--- config.mk ---
export PLATFORM = sky130hd
export DESIGN_NAME = escape_sequence_expander_top_flat
export DESIGN_NICKNAME = d
export VERILOG_FILES = /design/src/rtl/core/esc_exp_pkg.sv /design/src/rtl/core/esc_exp_if.sv /design/src/rtl/core/escape_sequence_expander_top.sv /design/src/flat_wrapper.sv
export SDC_FILE = /design/constraint.sdc
export NUM_CORES = 1
export LEC_CHECK = 0
export BUFFER_PORTS_ARGS = -buffer_cell sky130_fd_sc_hd__buf_2
export CAP_MARGIN = 20
export CORE_MARGIN = 3
export CORE_UTILIZATION = 39
export DETAILED_ROUTE_END_ITERATION = 8
export SLEW_MARGIN = 30
export SYNTH_ARGS = -nofsm -noshare
export SYNTH_HDL_FRONTEND = slang
export SYNTH_SLANG_ARGS = --single-unit
--- constraint.sdc ---
create_clock -name clock -period 8.1 [get_ports clock]
set_input_delay 0 -clock clock [delete_from_list [all_inputs] [get_ports clock]]
set_output_delay 0 -clock clock [all_outputs]
set_load 0.1 [all_outputs]
--- src/rtl/core/esc_exp_pkg.sv ---
// Package for the escape sequence expander: parse mode codes, character constants, result type.
package esc_exp_pkg;

   // Parse modes
   localparam logic [1:0] MODE_NORMAL = 2'd0;
   localparam logic [1:0] MODE_ESC    = 2'd1;
   localparam logic [1:0] MODE_DEC    = 2'd2;
   localparam logic [1:0] MODE_HEX    = 2'd3;

   // Characters the parser looks for
   localparam logic [7:0] CH_BACKSLASH = 8'h5c;
   localparam logic [7:0] CH_SQUOTE    = 8'h27;
   localparam logic [7:0] CH_DQUOTE    = 8'h22;
   localparam logic [7:0] CH_ZERO      = 8'h30;
   localparam logic [7:0] CH_NINE      = 8'h39;
   localparam logic [7:0] CH_X         = 8'h78;

   // Largest value a decimal escape may produce
   localparam logic [9:0] DEC_MAX = 10'd255;

   // Saturation point of the input position
   localparam logic [15:0] POS_MAX = 16'hffff;

   // Number of entries in the result queue
   localparam int RQ_DEPTH = 4;

   typedef struct packed {
      logic [7:0] out_char;
      logic       has_char;
      logic       status;
      logic       out_last;
   } result_type;

   typedef struct packed {
      logic [7:0] in_char;
      logic       in_last;
   } request_type;

endpackage

--- src/rtl/core/esc_exp_if.sv ---
// Channel interfaces for the escape sequence expander: request, result and register write.

interface esc_exp_req_if;
   logic       valid;
   logic       ready;
   logic [7:0] in_char;
   logic       in_last;

   modport source (output valid, output in_char, output in_last, input ready);
   modport sink (input valid, input in_char, input in_last, output ready);
endinterface

interface esc_exp_rsp_if;
   logic       valid;
   logic       ready;
   logic [7:0] out_char;
   logic       has_char;
   logic       status;
   logic       out_last;

   modport source (output valid, output out_char, output has_char, output status,
                   output out_last, input ready);
   modport sink (input valid, input out_char, input has_char, input status,
                 input out_last, output ready);
endinterface

interface esc_exp_csr_if;
   logic        valid;
   logic        ready;
   logic [15:0] wdata;

   modport source (output valid, output wdata, input ready);
   modport sink (input valid, input wdata, output ready);
endinterface

--- src/rtl/core/escape_sequence_expander_top.sv ---
// Escape sequence expander: input register, one-pass escape parser, result queue.

// Takes a string one byte per item and expands C-style backslash escapes (named
// escapes, backslash and quotes, up to three decimal digits, x and up to two hex
// digits), giving zero, one or two result items per input byte. The length limit
// register (csr_if.wdata, always ready) truncates the string with status 1 once a
// token starts at a position whose successor reaches the limit; a zero limit ends
// the string at once with status 0. Write it only while the block is idle. Each
// byte passes an input register, then the parser, which writes its results into
// a four-entry result queue. One byte is accepted every cycle while the queue
// has room for two more results; the rsp port drains one result per cycle while
// rsp ready is held, so strings whose bytes expand to two results run at the
// output rate.
module escape_sequence_expander_top (
   input  logic              clock,
   input  logic              reset,
   esc_exp_req_if.sink       req_if,
   esc_exp_rsp_if.source     rsp_if,
   esc_exp_csr_if.sink       csr_if
);

   localparam int QW = $clog2(esc_exp_pkg::RQ_DEPTH);

   // Configuration
   logic [15:0] limit_ff;

   // Input register
   logic                     s_valid_ff, s_valid_in;
   esc_exp_pkg::request_type s_ff;

   // Parser state
   logic [1:0]  mode_ff, mode_in;
   logic [9:0]  dv_ff, dv_in;
   logic [1:0]  dc_ff, dc_in;
   logic [15:0] pos_ff, pos_in;
   logic        stop_ff, stop_in;

   // Parser results for the item in the input register
   esc_exp_pkg::result_type res [2];
   logic [1:0]              n_res;

   // Result queue
   esc_exp_pkg::result_type q_ff [esc_exp_pkg::RQ_DEPTH];
   logic [QW-1:0]           wr_ff, wr_in, rd_ff, rd_in;
   logic [QW:0]             cnt_ff, cnt_in;

   logic req_acc, rsp_pop, fire;

   // Build one result item
   function automatic esc_exp_pkg::result_type mk (
      input logic [7:0] ch, input logic has, input logic st, input logic last);
      esc_exp_pkg::result_type r;
      r.out_char = ch;
      r.has_char = has;
      r.status   = st;
      r.out_last = last;
      return r;
   endfunction

   // Named escape translation; unknown escapes give a backslash
   function automatic logic [7:0] named_escape (input logic [7:0] c);
      logic [7:0] r;
      case (c)
         8'h61:   r = 8'd7;
         8'h62:   r = 8'd8;
         8'h66:   r = 8'd12;
         8'h6e:   r = 8'd10;
         8'h72:   r = 8'd13;
         8'h74:   r = 8'd9;
         8'h76:   r = 8'd11;
         esc_exp_pkg::CH_BACKSLASH: r = esc_exp_pkg::CH_BACKSLASH;
         esc_exp_pkg::CH_SQUOTE:    r = esc_exp_pkg::CH_SQUOTE;
         esc_exp_pkg::CH_DQUOTE:    r = esc_exp_pkg::CH_DQUOTE;
         default: r = esc_exp_pkg::CH_BACKSLASH;
      endcase
      return r;
   endfunction

   // Hex digit value, bit 4 set when the character is a hex digit
   function automatic logic [4:0] hex_val (input logic [7:0] c);
      logic [7:0] d;
      d = 8'h00;
      if (c inside {[8'h30:8'h39]}) begin
         d = c - 8'h30;
         return {1'b1, d[3:0]};
      end else if (c inside {[8'h61:8'h66]}) begin
         d = c - 8'h57;
         return {1'b1, d[3:0]};
      end else if (c inside {[8'h41:8'h46]}) begin
         d = c - 8'h37;
         return {1'b1, d[3:0]};
      end
      return 5'd0;
   endfunction

   // Handshakes
   assign fire      = s_valid_ff && (cnt_ff <= (QW+1)'(esc_exp_pkg::RQ_DEPTH - 2));
   assign req_if.ready = !s_valid_ff || fire;
   assign req_acc   = req_if.valid && req_if.ready;
   assign rsp_if.valid = (cnt_ff != '0);
   assign rsp_pop   = rsp_if.valid && rsp_if.ready;
   assign csr_if.ready = 1'b1;

   assign rsp_if.out_char = q_ff[rd_ff].out_char;
   assign rsp_if.has_char = q_ff[rd_ff].has_char;
   assign rsp_if.status   = q_ff[rd_ff].status;
   assign rsp_if.out_last = q_ff[rd_ff].out_last;

   // Escape parser for the registered byte
   always_comb begin
      logic [7:0] c;
      logic [3:0] d;
      logic [7:0] dsub;
      logic [9:0] v;
      logic [4:0] h;
      logic [7:0] hv;
      logic       is_dig;
      logic       do_tok;

      c       = s_ff.in_char;
      dsub    = c - esc_exp_pkg::CH_ZERO;
      d       = dsub[3:0];
      is_dig  = (c inside {[esc_exp_pkg::CH_ZERO:esc_exp_pkg::CH_NINE]});
      v       = (dv_ff * 10'd10) + {6'd0, d};
      h       = hex_val(c);
      hv      = {dv_ff[3:0], h[3:0]};
      do_tok  = 1'b0;

      mode_in = mode_ff;
      dv_in   = dv_ff;
      dc_in   = dc_ff;
      pos_in  = pos_ff;
      stop_in = stop_ff;
      res[0]  = mk(8'd0, 1'b0, 1'b0, 1'b0);
      res[1]  = mk(8'd0, 1'b0, 1'b0, 1'b0);
      n_res   = 2'd0;

      if (!stop_ff) begin
         // Escape state machine
         case (mode_ff)
            esc_exp_pkg::MODE_ESC: begin
               if (is_dig) begin
                  mode_in = esc_exp_pkg::MODE_DEC;
                  dv_in   = {6'd0, d};
                  dc_in   = 2'd1;
               end else if (c == esc_exp_pkg::CH_X) begin
                  mode_in = esc_exp_pkg::MODE_HEX;
                  dv_in   = 10'd0;
                  dc_in   = 2'd0;
               end else begin
                  mode_in = esc_exp_pkg::MODE_NORMAL;
                  res[n_res[0]] = mk(named_escape(c), 1'b1, 1'b0, 1'b0);
                  n_res = n_res + 2'd1;
               end
            end
            esc_exp_pkg::MODE_DEC: begin
               if (is_dig) begin
                  if (dc_ff == 2'd2) begin
                     mode_in = esc_exp_pkg::MODE_NORMAL;
                     dc_in   = 2'd0;
                     dv_in   = 10'd0;
                     if (v > esc_exp_pkg::DEC_MAX) begin
                        // third digit would overflow: it becomes plain text
                        res[n_res[0]] = mk(dv_ff[7:0], 1'b1, 1'b0, 1'b0);
                        n_res  = n_res + 2'd1;
                        do_tok = 1'b1;
                     end else begin
                        res[n_res[0]] = mk(v[7:0], 1'b1, 1'b0, 1'b0);
                        n_res = n_res + 2'd1;
                     end
                  end else begin
                     dv_in = v;
                     dc_in = dc_ff + 2'd1;
                  end
               end else begin
                  mode_in = esc_exp_pkg::MODE_NORMAL;
                  res[n_res[0]] = mk(dv_ff[7:0], 1'b1, 1'b0, 1'b0);
                  n_res  = n_res + 2'd1;
                  dv_in  = 10'd0;
                  dc_in  = 2'd0;
                  do_tok = 1'b1;
               end
            end
            esc_exp_pkg::MODE_HEX: begin
               if (h[4]) begin
                  if (dc_ff == 2'd1) begin
                     mode_in = esc_exp_pkg::MODE_NORMAL;
                     res[n_res[0]] = mk(hv, 1'b1, 1'b0, 1'b0);
                     n_res = n_res + 2'd1;
                     dv_in = 10'd0;
                     dc_in = 2'd0;
                  end else begin
                     dv_in = {2'd0, hv};
                     dc_in = 2'd1;
                  end
               end else begin
                  mode_in = esc_exp_pkg::MODE_NORMAL;
                  res[n_res[0]] = mk(dv_ff[7:0], 1'b1, 1'b0, 1'b0);
                  n_res  = n_res + 2'd1;
                  dv_in  = 10'd0;
                  dc_in  = 2'd0;
                  do_tok = 1'b1;
               end
            end
            default: begin
               mode_in = esc_exp_pkg::MODE_NORMAL;
               do_tok  = 1'b1;
            end
         endcase

         // New token: limit check, then backslash or plain character
         if (do_tok) begin
            if (limit_ff == 16'd0) begin
               stop_in = 1'b1;
               res[n_res[0]] = mk(8'd0, 1'b0, 1'b0, 1'b1);
               n_res = n_res + 2'd1;
            end else if (({1'b0, pos_ff} + 17'd1) >= {1'b0, limit_ff}) begin
               stop_in = 1'b1;
               res[n_res[0]] = mk(8'd0, 1'b0, 1'b1, 1'b1);
               n_res = n_res + 2'd1;
            end else if (c == esc_exp_pkg::CH_BACKSLASH) begin
               mode_in = esc_exp_pkg::MODE_ESC;
            end else begin
               res[n_res[0]] = mk(c, 1'b1, 1'b0, 1'b0);
               n_res = n_res + 2'd1;
            end
         end

         if (pos_ff != esc_exp_pkg::POS_MAX) begin
            pos_in = pos_ff + 16'd1;
         end

         // End of string: flush a pending escape and mark the final result
         if (s_ff.in_last && !stop_in) begin
            if (mode_in == esc_exp_pkg::MODE_ESC) begin
               res[n_res[0]] = mk(esc_exp_pkg::CH_BACKSLASH, 1'b1, 1'b0, 1'b0);
               n_res = n_res + 2'd1;
            end else if (mode_in == esc_exp_pkg::MODE_DEC ||
                         mode_in == esc_exp_pkg::MODE_HEX) begin
               res[n_res[0]] = mk(dv_in[7:0], 1'b1, 1'b0, 1'b0);
               n_res = n_res + 2'd1;
            end
            if (n_res == 2'd0) begin
               res[0] = mk(8'd0, 1'b0, 1'b0, 1'b1);
               n_res  = 2'd1;
            end else begin
               res[~n_res[0]].out_last = 1'b1;
            end
         end
      end

      // Per-string state returns to reset after the final byte
      if (s_ff.in_last) begin
         mode_in = esc_exp_pkg::MODE_NORMAL;
         dv_in   = 10'd0;
         dc_in   = 2'd0;
         pos_in  = 16'd0;
         stop_in = 1'b0;
      end
   end

   // Queue pointer and count update
   always_comb begin
      logic [1:0] n_push;
      n_push = fire ? n_res : 2'd0;
      wr_in  = wr_ff + QW'(n_push);
      rd_in  = rd_ff + QW'(rsp_pop);
      cnt_in = cnt_ff + (QW+1)'(n_push) - (QW+1)'(rsp_pop);
   end

   assign s_valid_in = req_acc ? 1'b1 : (fire ? 1'b0 : s_valid_ff);

   // Control registers
   always_ff @(posedge clock) begin
      if (reset) begin
         limit_ff   <= 16'd0;
         s_valid_ff <= 1'b0;
         mode_ff    <= esc_exp_pkg::MODE_NORMAL;
         dv_ff      <= 10'd0;
         dc_ff      <= 2'd0;
         pos_ff     <= 16'd0;
         stop_ff    <= 1'b0;
         wr_ff      <= '0;
         rd_ff      <= '0;
         cnt_ff     <= '0;
      end else begin
         if (csr_if.valid) begin
            limit_ff <= csr_if.wdata;
         end
         s_valid_ff <= s_valid_in;
         if (fire) begin
            mode_ff <= mode_in;
            dv_ff   <= dv_in;
            dc_ff   <= dc_in;
            pos_ff  <= pos_in;
            stop_ff <= stop_in;
         end
         wr_ff  <= wr_in;
         rd_ff  <= rd_in;
         cnt_ff <= cnt_in;
      end
   end

   // Payload registers: input byte and queue entries
   always_ff @(posedge clock) begin
      if (req_acc) begin
         s_ff.in_char <= req_if.in_char;
         s_ff.in_last <= req_if.in_last;
      end
      if (fire && n_res != 2'd0) begin
         q_ff[wr_ff] <= res[0];
      end
      if (fire && n_res == 2'd2) begin
         q_ff[wr_ff + QW'(1)] <= res[1];
      end
   end

endmodule

--- src/flat_wrapper.sv ---
// flat-port wrapper written by rule: the top's interface ports become plain ports
module escape_sequence_expander_top_flat 
  (clock, reset, req_if_valid, req_if_in_char, req_if_in_last, req_if_ready, rsp_if_valid, rsp_if_out_char, rsp_if_has_char, rsp_if_status, rsp_if_out_last, rsp_if_ready, csr_if_valid, csr_if_wdata, csr_if_ready);
  esc_exp_req_if req_if_i ();
  esc_exp_rsp_if rsp_if_i ();
  esc_exp_csr_if csr_if_i ();
  input  logic clock;
  input  logic reset;
  input wire logic [$bits(req_if_i.valid)-1:0] req_if_valid;
  input wire logic [$bits(req_if_i.in_char)-1:0] req_if_in_char;
  input wire logic [$bits(req_if_i.in_last)-1:0] req_if_in_last;
  output wire logic [$bits(req_if_i.ready)-1:0] req_if_ready;
  output wire logic [$bits(rsp_if_i.valid)-1:0] rsp_if_valid;
  output wire logic [$bits(rsp_if_i.out_char)-1:0] rsp_if_out_char;
  output wire logic [$bits(rsp_if_i.has_char)-1:0] rsp_if_has_char;
  output wire logic [$bits(rsp_if_i.status)-1:0] rsp_if_status;
  output wire logic [$bits(rsp_if_i.out_last)-1:0] rsp_if_out_last;
  input wire logic [$bits(rsp_if_i.ready)-1:0] rsp_if_ready;
  input wire logic [$bits(csr_if_i.valid)-1:0] csr_if_valid;
  input wire logic [$bits(csr_if_i.wdata)-1:0] csr_if_wdata;
  output wire logic [$bits(csr_if_i.ready)-1:0] csr_if_ready;
  assign req_if_i.valid = req_if_valid;
  assign req_if_i.in_char = req_if_in_char;
  assign req_if_i.in_last = req_if_in_last;
  assign req_if_ready = req_if_i.ready;
  assign rsp_if_valid = rsp_if_i.valid;
  assign rsp_if_out_char = rsp_if_i.out_char;
  assign rsp_if_has_char = rsp_if_i.has_char;
  assign rsp_if_status = rsp_if_i.status;
  assign rsp_if_out_last = rsp_if_i.out_last;
  assign rsp_if_i.ready = rsp_if_ready;
  assign csr_if_i.valid = csr_if_valid;
  assign csr_if_i.wdata = csr_if_wdata;
  assign csr_if_ready = csr_if_i.ready;
  escape_sequence_expander_top u_core (.clock(clock), .reset(reset), .req_if(req_if_i), .rsp_if(rsp_if_i), .csr_if(csr_if_i));
endmodule
==> Word-level counts from Yosys, hierarchy flattened <==
Memory sizes are Yosys's and may differ from the RTL's. A register that Yosys moved wholly into a read port is not among the register bits.
Index checks and enable logic that the tools add are counted.
{ "op_classes": {"addsub": 14, "n_mul": 1, "n_lt_le_gt_ge": 15, "n_eq_ne": 23, "muxes": 115, "n_bitwise": 13, "reduce_logical": 26} }
{ "ops": {"columns": ["cell", "n"], "rows": [
  ["$mux 22", 11],
  ["$mux 11", 12],
  ["$eq 8x7->1 const B", 9],
  ["$mux 10", 7],
  ["$mux 2", 35],
  ["$bwmux 22", 3],
  ["$pmux 7 s9", 1],
  ["$mux 16", 3],
  ["$demux 11 s1", 3],
  ["$pmux 11 s3", 1],
  ["$pmux 10 s3", 1],
  ["$mux 1", 28],
  ["$and 20x20->20", 1],
  ["$mux 5", 4],
  ["$not 20->20", 1],
  ["$and 18x18->18", 1],
  ["$not 18->18", 1],
  ["$pmux 2 s3", 3],
  ["$add 16x1->17 const B", 1],
  ["$ge 17x16->1", 1],
  ["$add 16x1->16 const B", 1],
  ["$eq 8x6->1 const B", 2],
  ["$ge 8x7->1 const B", 2],
  ["$le 8x7->1 const B", 2],
  ["40 further kinds", 73]
]} }
{ "word_totals": {"ff_bits": 64, "ramBits": 44, "input_bits": 30, "output_inout_bits": 14, "word_cells": 221, "memories": 1} }
{ "memory_table": {"columns": ["name", "words", "width", "rd", "rd_ports_with_merged_regs", "write_ports", "line_no", "source"], "rows": [
  ["u_core.q_ff", 4, 11, 1, 1, 2, "escape_sequence_expander_top.sv:43", "esc_exp_pkg::result_type q_ff [esc_exp_pkg::RQ_DEPTH];"]
]} }

==> Depth between registers and ports, before layout <==
{ "depth": {"word_depth": 30, "ltp_mapped": 24, "ltp_nobuf": 23} }

==> Least setup slack after synthesis <==
OpenSTA, ideal clock, no wires.
{ "synth_path": {"kind": "register to register", "startpoint": "reg u_core.pos_ff[0]", "endpoint": "mem u_core.q_ff[1][0] (netlist bit) (enable)", "setup_time_ps": 397, "arrival_time_ps": 4804, "required_time_ps": 7703, "slack_ps": 2900, "stages_incl_launch_ff": 19, "path_buffers": 0, "synth_period_minus_slack_ps": 5200, "path_cell_list": "dfxtp_1 -> and3_1 -> and3_1 -> and3_1 -> and3_1 -> and3_1 -> and3_1 -> nand3_1 -> xnor2_1 -> ha_1 -> nand3_1 -> nor4_1 -> a211oi_2 -> nor4_1 -> o21ai_1 -> a21boi_4 -> o2bb2ai_2 -> mux2_4 -> a211oi_1"} }
{ "synth_rtl": {"columns": ["element", "line_no", "source"], "rows": [
  ["start: declaration", "escape_sequence_expander_top.sv:35", "logic [15:0] pos_ff, pos_in;"],
  ["start signal: assignment", "escape_sequence_expander_top.sv:295", "pos_ff <= pos_in;"],
  ["end: declaration", "escape_sequence_expander_top.sv:43", null]
]} }

==> results_tabular.tex <==
\begin{tabular}{lr}
\hline
Metric & Value \\
\hline
\multicolumn{2}{l}{\textbf{Setup path}} \\
\quad Beginning of the critical path & u\_core.pos\_ff[0]\$\_SDFFE\_PP0P\_ \\
\quad Worst-path cell chain & and3\_1 > and3\_1 > and3\_1 > and3\_1 > and3\_1 > and3\_1 > nand3\_1 > xnor2\_1 > ha\_1 > nand3\_1 > nor4\_1 > a211oi\_2 > a211oi\_1 > o21ai\_0 > a21o\_1 > o2bb2ai\_2 > mux2i\_1 > nand4b\_1 > mux2\_2 \\
\quad Start of the worst register-to-register path & u\_core.pos\_ff[0]\$\_SDFFE\_PP0P\_ \\
\quad Buffer and inverter count on the worst path & 0 \\
\quad Number of cells on the critical path & 19 \\
\quad Capturing element of the worst setup path & u\_core.q\_ff[3][2]\$\_DFFE\_PP\_ \\
\quad Required time of the critical path & 8.21 ns \\
\quad Top cell by count, worst path & sky130\_fd\_sc\_hd\_\_and3\_1 \\
\quad Type of element capturing the critical path & register \\
\quad Setup Crit Path Kind & register to register \\
\quad Crit path DAT & 5.77 ns \\
\quad CP max stage cell & sky130\_fd\_sc\_hd\_\_nand4b\_1 \\
\quad FF-to-FF End & u\_core.q\_ff[3][2]\$\_DFFE\_PP\_ \\
\quad Delay-heaviest family, CP & simple AND/OR/NAND/NOR gates \\
\quad Register-to-register path setup slack & 2.44 ns \\
\quad Max incr delay on CP & 0.57 ns \\
\quad CP Max Fanout & 9 \\
\quad R2r worst-path depth & 19 \\
\quad Setup crit start kind & register \\
\multicolumn{2}{l}{\textbf{Finish}} \\
\quad Area growth from synthesis to layout & 12.1\% \\
\quad Area occupied by multi-input gates & 0.00479 mm² \\
\quad Number of antenna diodes & 0 \\
\quad Number of standard cells in the layout, taps in and fillers out & 1150 \\
\quad Filler cell count & 1958 \\
\quad Fraction of final layout cells with drive strength greater than 1 & 0.128 \\
\quad Nets@finish & 960 \\
\quad Sequential cell area & 0.00267 mm² \\
\quad Post-Layout Inst Area & 0.00873 mm² \\
\multicolumn{2}{l}{\textbf{Yosys}} \\
\quad Largest cells by area after synthesis & sky130\_fd\_sc\_hd\_\_edfxtp\_1, sky130\_fd\_sc\_hd\_\_dfxtp\_1, sky130\_fd\_sc\_hd\_\_ha\_1 \\
\quad Yosys cell types & 80 \\
\quad Mean cell area of the mapped netlist & 9.26 µm² \\
\quad Area share of the largest cell type after synthesis & 0.204 \\
\quad Number of flops mapped to enable cells by yosys & 53 \\
\quad Leading cell type by number of instances after synthesis & sky130\_fd\_sc\_hd\_\_nor2\_1 \\
\quad Share of synthesized area occupied by flip-flops and latches & 0.343 \\
\quad Most common flop cell mapped by yosys & sky130\_fd\_sc\_hd\_\_dfxtp\_1 \\
\quad Fraction of registers with async set/reset & 0 \\
\quad Commonest cells in the synthesized netlist & sky130\_fd\_sc\_hd\_\_nor2\_1, sky130\_fd\_sc\_hd\_\_a21oi\_1, sky130\_fd\_sc\_hd\_\_dfxtp\_1 \\
\quad Mapped cell area & 0.00779 mm² \\
\quad Total of warnings raised by yosys & 0 \\
\quad Gate count after technology mapping & 841 \\
\quad Net count after synthesis & 921 \\
\quad Yosys top cell by area & sky130\_fd\_sc\_hd\_\_edfxtp\_1 \\
\quad Flop and latch count out of synthesis & 107 \\
\multicolumn{2}{l}{\textbf{STA}} \\
\quad Slew of the pin with the lowest slew margin & 0.916 ns \\
\quad Normalized max-slew margin & 0.389 \\
\quad Clock period minus worst slack & 5.66 ns \\
\quad Period utilization & 0.699 \\
\quad Highest achievable clock rate & 177 MHz \\
\quad Final Hold Slack & 0.118 ns \\
\quad Unrepaired setup endpoints after global routing & no \\
\quad Layout Skew & 0.0139 ns \\
\quad Summed negative setup slack over all endpoints & 0 ns \\
\quad Hold violation total from the final report & 0 \\
\quad Final count of negative-setup-slack endpoints & 0 \\
\quad Final Max Tran Viols & 0 \\
\multicolumn{2}{l}{\textbf{Routing}} \\
\quad Detailed router's first-iteration violation count & 412 \\
\quad ANT nets after route & 0 \\
\quad Average detailed-routed wire length per instance & 17.7 µm \\
\quad Mean number of vias per cell & 5.57 \\
\quad First-pass detailed-route iteration total & 5 \\
\quad Final Routed Wirelength & 20400 µm \\
\quad DR vias & 6405 \\
\quad Total DRC errors in the routed layout & 0 \\
\multicolumn{2}{l}{\textbf{Placed design}} \\
\quad Placed cell area & 0.00816 mm² \\
\quad Placer Congestion & 0.947 \\
\quad Number of buffers inserted by port buffering & 42 \\
\quad Cell total after placement & 1108 \\
\quad Sum of net half-perimeters after detailed placement & 15200 µm \\
\multicolumn{2}{l}{\textbf{Floorplanning}} \\
\quad Die Area & 0.0217 mm² \\
\quad Core Rows & 51 \\
\quad Ports & 44 \\
\quad Core Region & 0.0195 mm² \\
\quad Starting Density & 0.399 \\
\quad Die height & 147 µm \\
\quad Width of the chip & 147 µm \\
\multicolumn{2}{l}{\textbf{Clock network}} \\
\quad Number of CTS-inserted buffers & 9 \\
\quad Buffers inserted by post-CTS timing repair & 0 \\
\quad Clock tree root driver cell & sky130\_fd\_sc\_hd\_\_clkbuf\_16 \\
\quad TritonCTS clock tree & built \\
\quad Clock Sinks & 107 \\
\quad Register clock-pin slew on the reported worst setup and hold paths & 0.08 ns \\
\quad Number of buffers between clock root and the deepest sink & 2 \\
\quad Worst-skew pair later-pin latency & 0.37 ns \\
\quad H-tree depth reported by CTS & 3 \\
\multicolumn{2}{l}{\textbf{Global route}} \\
\quad Global-route wire length before repair & 33500 µm \\
\quad Overall track demand over capacity in global routing & 0.191 \\
\quad Largest net degree at the start of global routing & 55 \\
\quad Number of global-route vias before repair & 6215 \\
\quad Total global routing overflow & 0 \\
\quad Number of antenna violations at the first check in global routing & 0 \\
\multicolumn{2}{l}{\textbf{Power and ir drop}} \\
\quad Total design power & 1.63 mW \\
\quad Leakage power & 3.54 nW \\
\quad Worst-case vdd ir drop & 0.0956 mV \\
\quad Power density over the cells & 186 mW/mm² \\
\multicolumn{2}{l}{\textbf{Outcome}} \\
\quad Outcome & finished clean \\
\multicolumn{2}{l}{\textbf{Flow run}} \\
\quad Maximum capacitance violations & 0 \\
\multicolumn{2}{l}{\textbf{Worst hold path}} \\
\quad Worst min path class & input pin to register \\
\hline
\end{tabular}
[where the power goes]
part | leakage (nW) | internal [mW] | switching (mW)
clock network | 0.151 | 0.222 | 0.237
logic | 2.46 | 0.152 | 0.353
registers | 0.927 | 0.610 | 0.0512
[worst reg2reg max path, stage by stage, from the launching register on]
cell	delay, ns
sky130_fd_sc_hd__dfxtp_1	0.40
sky130_fd_sc_hd__and3_1	0.25
sky130_fd_sc_hd__and3_1	0.25
sky130_fd_sc_hd__and3_1	0.20
sky130_fd_sc_hd__and3_1	0.24
sky130_fd_sc_hd__and3_1	0.25
sky130_fd_sc_hd__and3_1	0.25
sky130_fd_sc_hd__nand3_1	0.11
sky130_fd_sc_hd__xnor2_1	0.15
sky130_fd_sc_hd__ha_1	0.30
sky130_fd_sc_hd__nand3_1	0.12
sky130_fd_sc_hd__nor4_1	0.45
sky130_fd_sc_hd__a211oi_2	0.23
sky130_fd_sc_hd__a211oi_1	0.28
sky130_fd_sc_hd__o21ai_0	0.12
sky130_fd_sc_hd__a21o_1	0.26
sky130_fd_sc_hd__o2bb2ai_2	0.19
sky130_fd_sc_hd__mux2i_1	0.27
sky130_fd_sc_hd__nand4b_1	0.57
sky130_fd_sc_hd__mux2_2	0.50
[state kept, by name, summed over array words and instances (netlist names)]
signal	count
u_core.q_ff	44
u_core.limit_ff	16
u_core.pos_ff	16
u_core.dv_ff	9
u_core.s_ff	9
u_core.cnt_ff	3
u_core.dc_ff	2
u_core.mode_ff	2
u_core.rd_ff	2
u_core.wr_ff	2
u_core.s_valid_ff	1
u_core.stop_ff	1
[how the worst min path moves through the flow]
| stage | startpoint | end | slack, ns | cells after the start |
|---|---|---|---|---|
| 2_1_floorplan | req_if_in_last | u_core.s_ff[0]$_DFFE_PP_ | 0.1 | 0 |
| 3_3_place_gp | req_if_in_char[7] | u_core.s_ff[8]$_DFFE_PP_ | 0.18 | 1 |
| 3_5_place_dp | req_if_in_char[2] | u_core.s_ff[3]$_DFFE_PP_ | 0.18 | 1 |
| 4_1_cts | reset | u_core.pos_ff[1]$_SDFFE_PP0P_ | 0.11 | 2 |
| 5_1_grt | reset | u_core.pos_ff[7]$_SDFFE_PP0P_ | 0.14 | 2 |
| 6_report | reset | u_core.cnt_ff[2]$_SDFF_PP0_ | 0.12 | 2 |
[cell type report]
cell class,count,share of cell area
clock buffer,9,0.0258
inverter,39,0.0168
clock inverter,7,0.00960
tap,265,0.0380
multi-input combinational,654,0.549
timing repair buffer,69,0.0550
sequential,107,0.306
[per-layer routing]
| metal | wire length, µm | up-vias | track usage |
|---|---|---|---|
| met4 | 357 | 0 | 0.0559 |
| met2 | 9340 | 171 | 0.309 |
| li1 | - | 3189 | - |
| met3 | 964 | 22 | 0.0293 |
| met1 | 9730 | 3023 | 0.266 |
| met5 | 0 | - | 0 |
[cells in the final DEF (no fill, tap or decap), types with 11 or more instances in the layout]
cell type,instances
sky130_fd_sc_hd__a21oi_1,65
sky130_fd_sc_hd__a22oi_1,23
sky130_fd_sc_hd__and2_1,13
sky130_fd_sc_hd__and3_1,12
sky130_fd_sc_hd__buf_2,41
sky130_fd_sc_hd__dfxtp_1,54
sky130_fd_sc_hd__dlygate4sd3_1,26
sky130_fd_sc_hd__edfxtp_1,53
sky130_fd_sc_hd__ha_1,47
sky130_fd_sc_hd__inv_1,38
sky130_fd_sc_hd__mux2i_1,49
sky130_fd_sc_hd__mux4_2,11
sky130_fd_sc_hd__nand2_1,44
sky130_fd_sc_hd__nand3_1,11
sky130_fd_sc_hd__nand3b_1,13
sky130_fd_sc_hd__nand4_1,12
sky130_fd_sc_hd__nor2_1,98
sky130_fd_sc_hd__nor2b_1,11
sky130_fd_sc_hd__nor3_1,15
sky130_fd_sc_hd__o21ai_0,39
sky130_fd_sc_hd__or3_1,13
sky130_fd_sc_hd__xnor2_1,12
sky130_fd_sc_hd__xor2_1,19
[metrics by stage]
stage | util | setup WS [ns]
5_1_grt | 0.447 | 1.87
3_5_place_dp | 0.418 | 2.54
6_report | 0.447 | 2.44
2_1_floorplan | - | 2.90
4_1_cts | 0.447 | 2.47
3_3_place_gp | 0.417 | 2.63
[logic make-up after synthesis]
logic type	synth area share
AND/OR/NAND/NOR	0.191
XOR/XNOR	0.0378
adder cells (fa/ha/maj)	0.0832
buffers and inverters	0.0434
AO/OA/AOI/OAI	0.186
multiplexers	0.116
flip-flops	0.343
other	0.000481
[what timing repair did]
item,in CTS,in global routing
gates resized for setup,0,0
hold endpoints to repair,26,0
hold buffers,26,0
(Power assumes the default switching activity.)
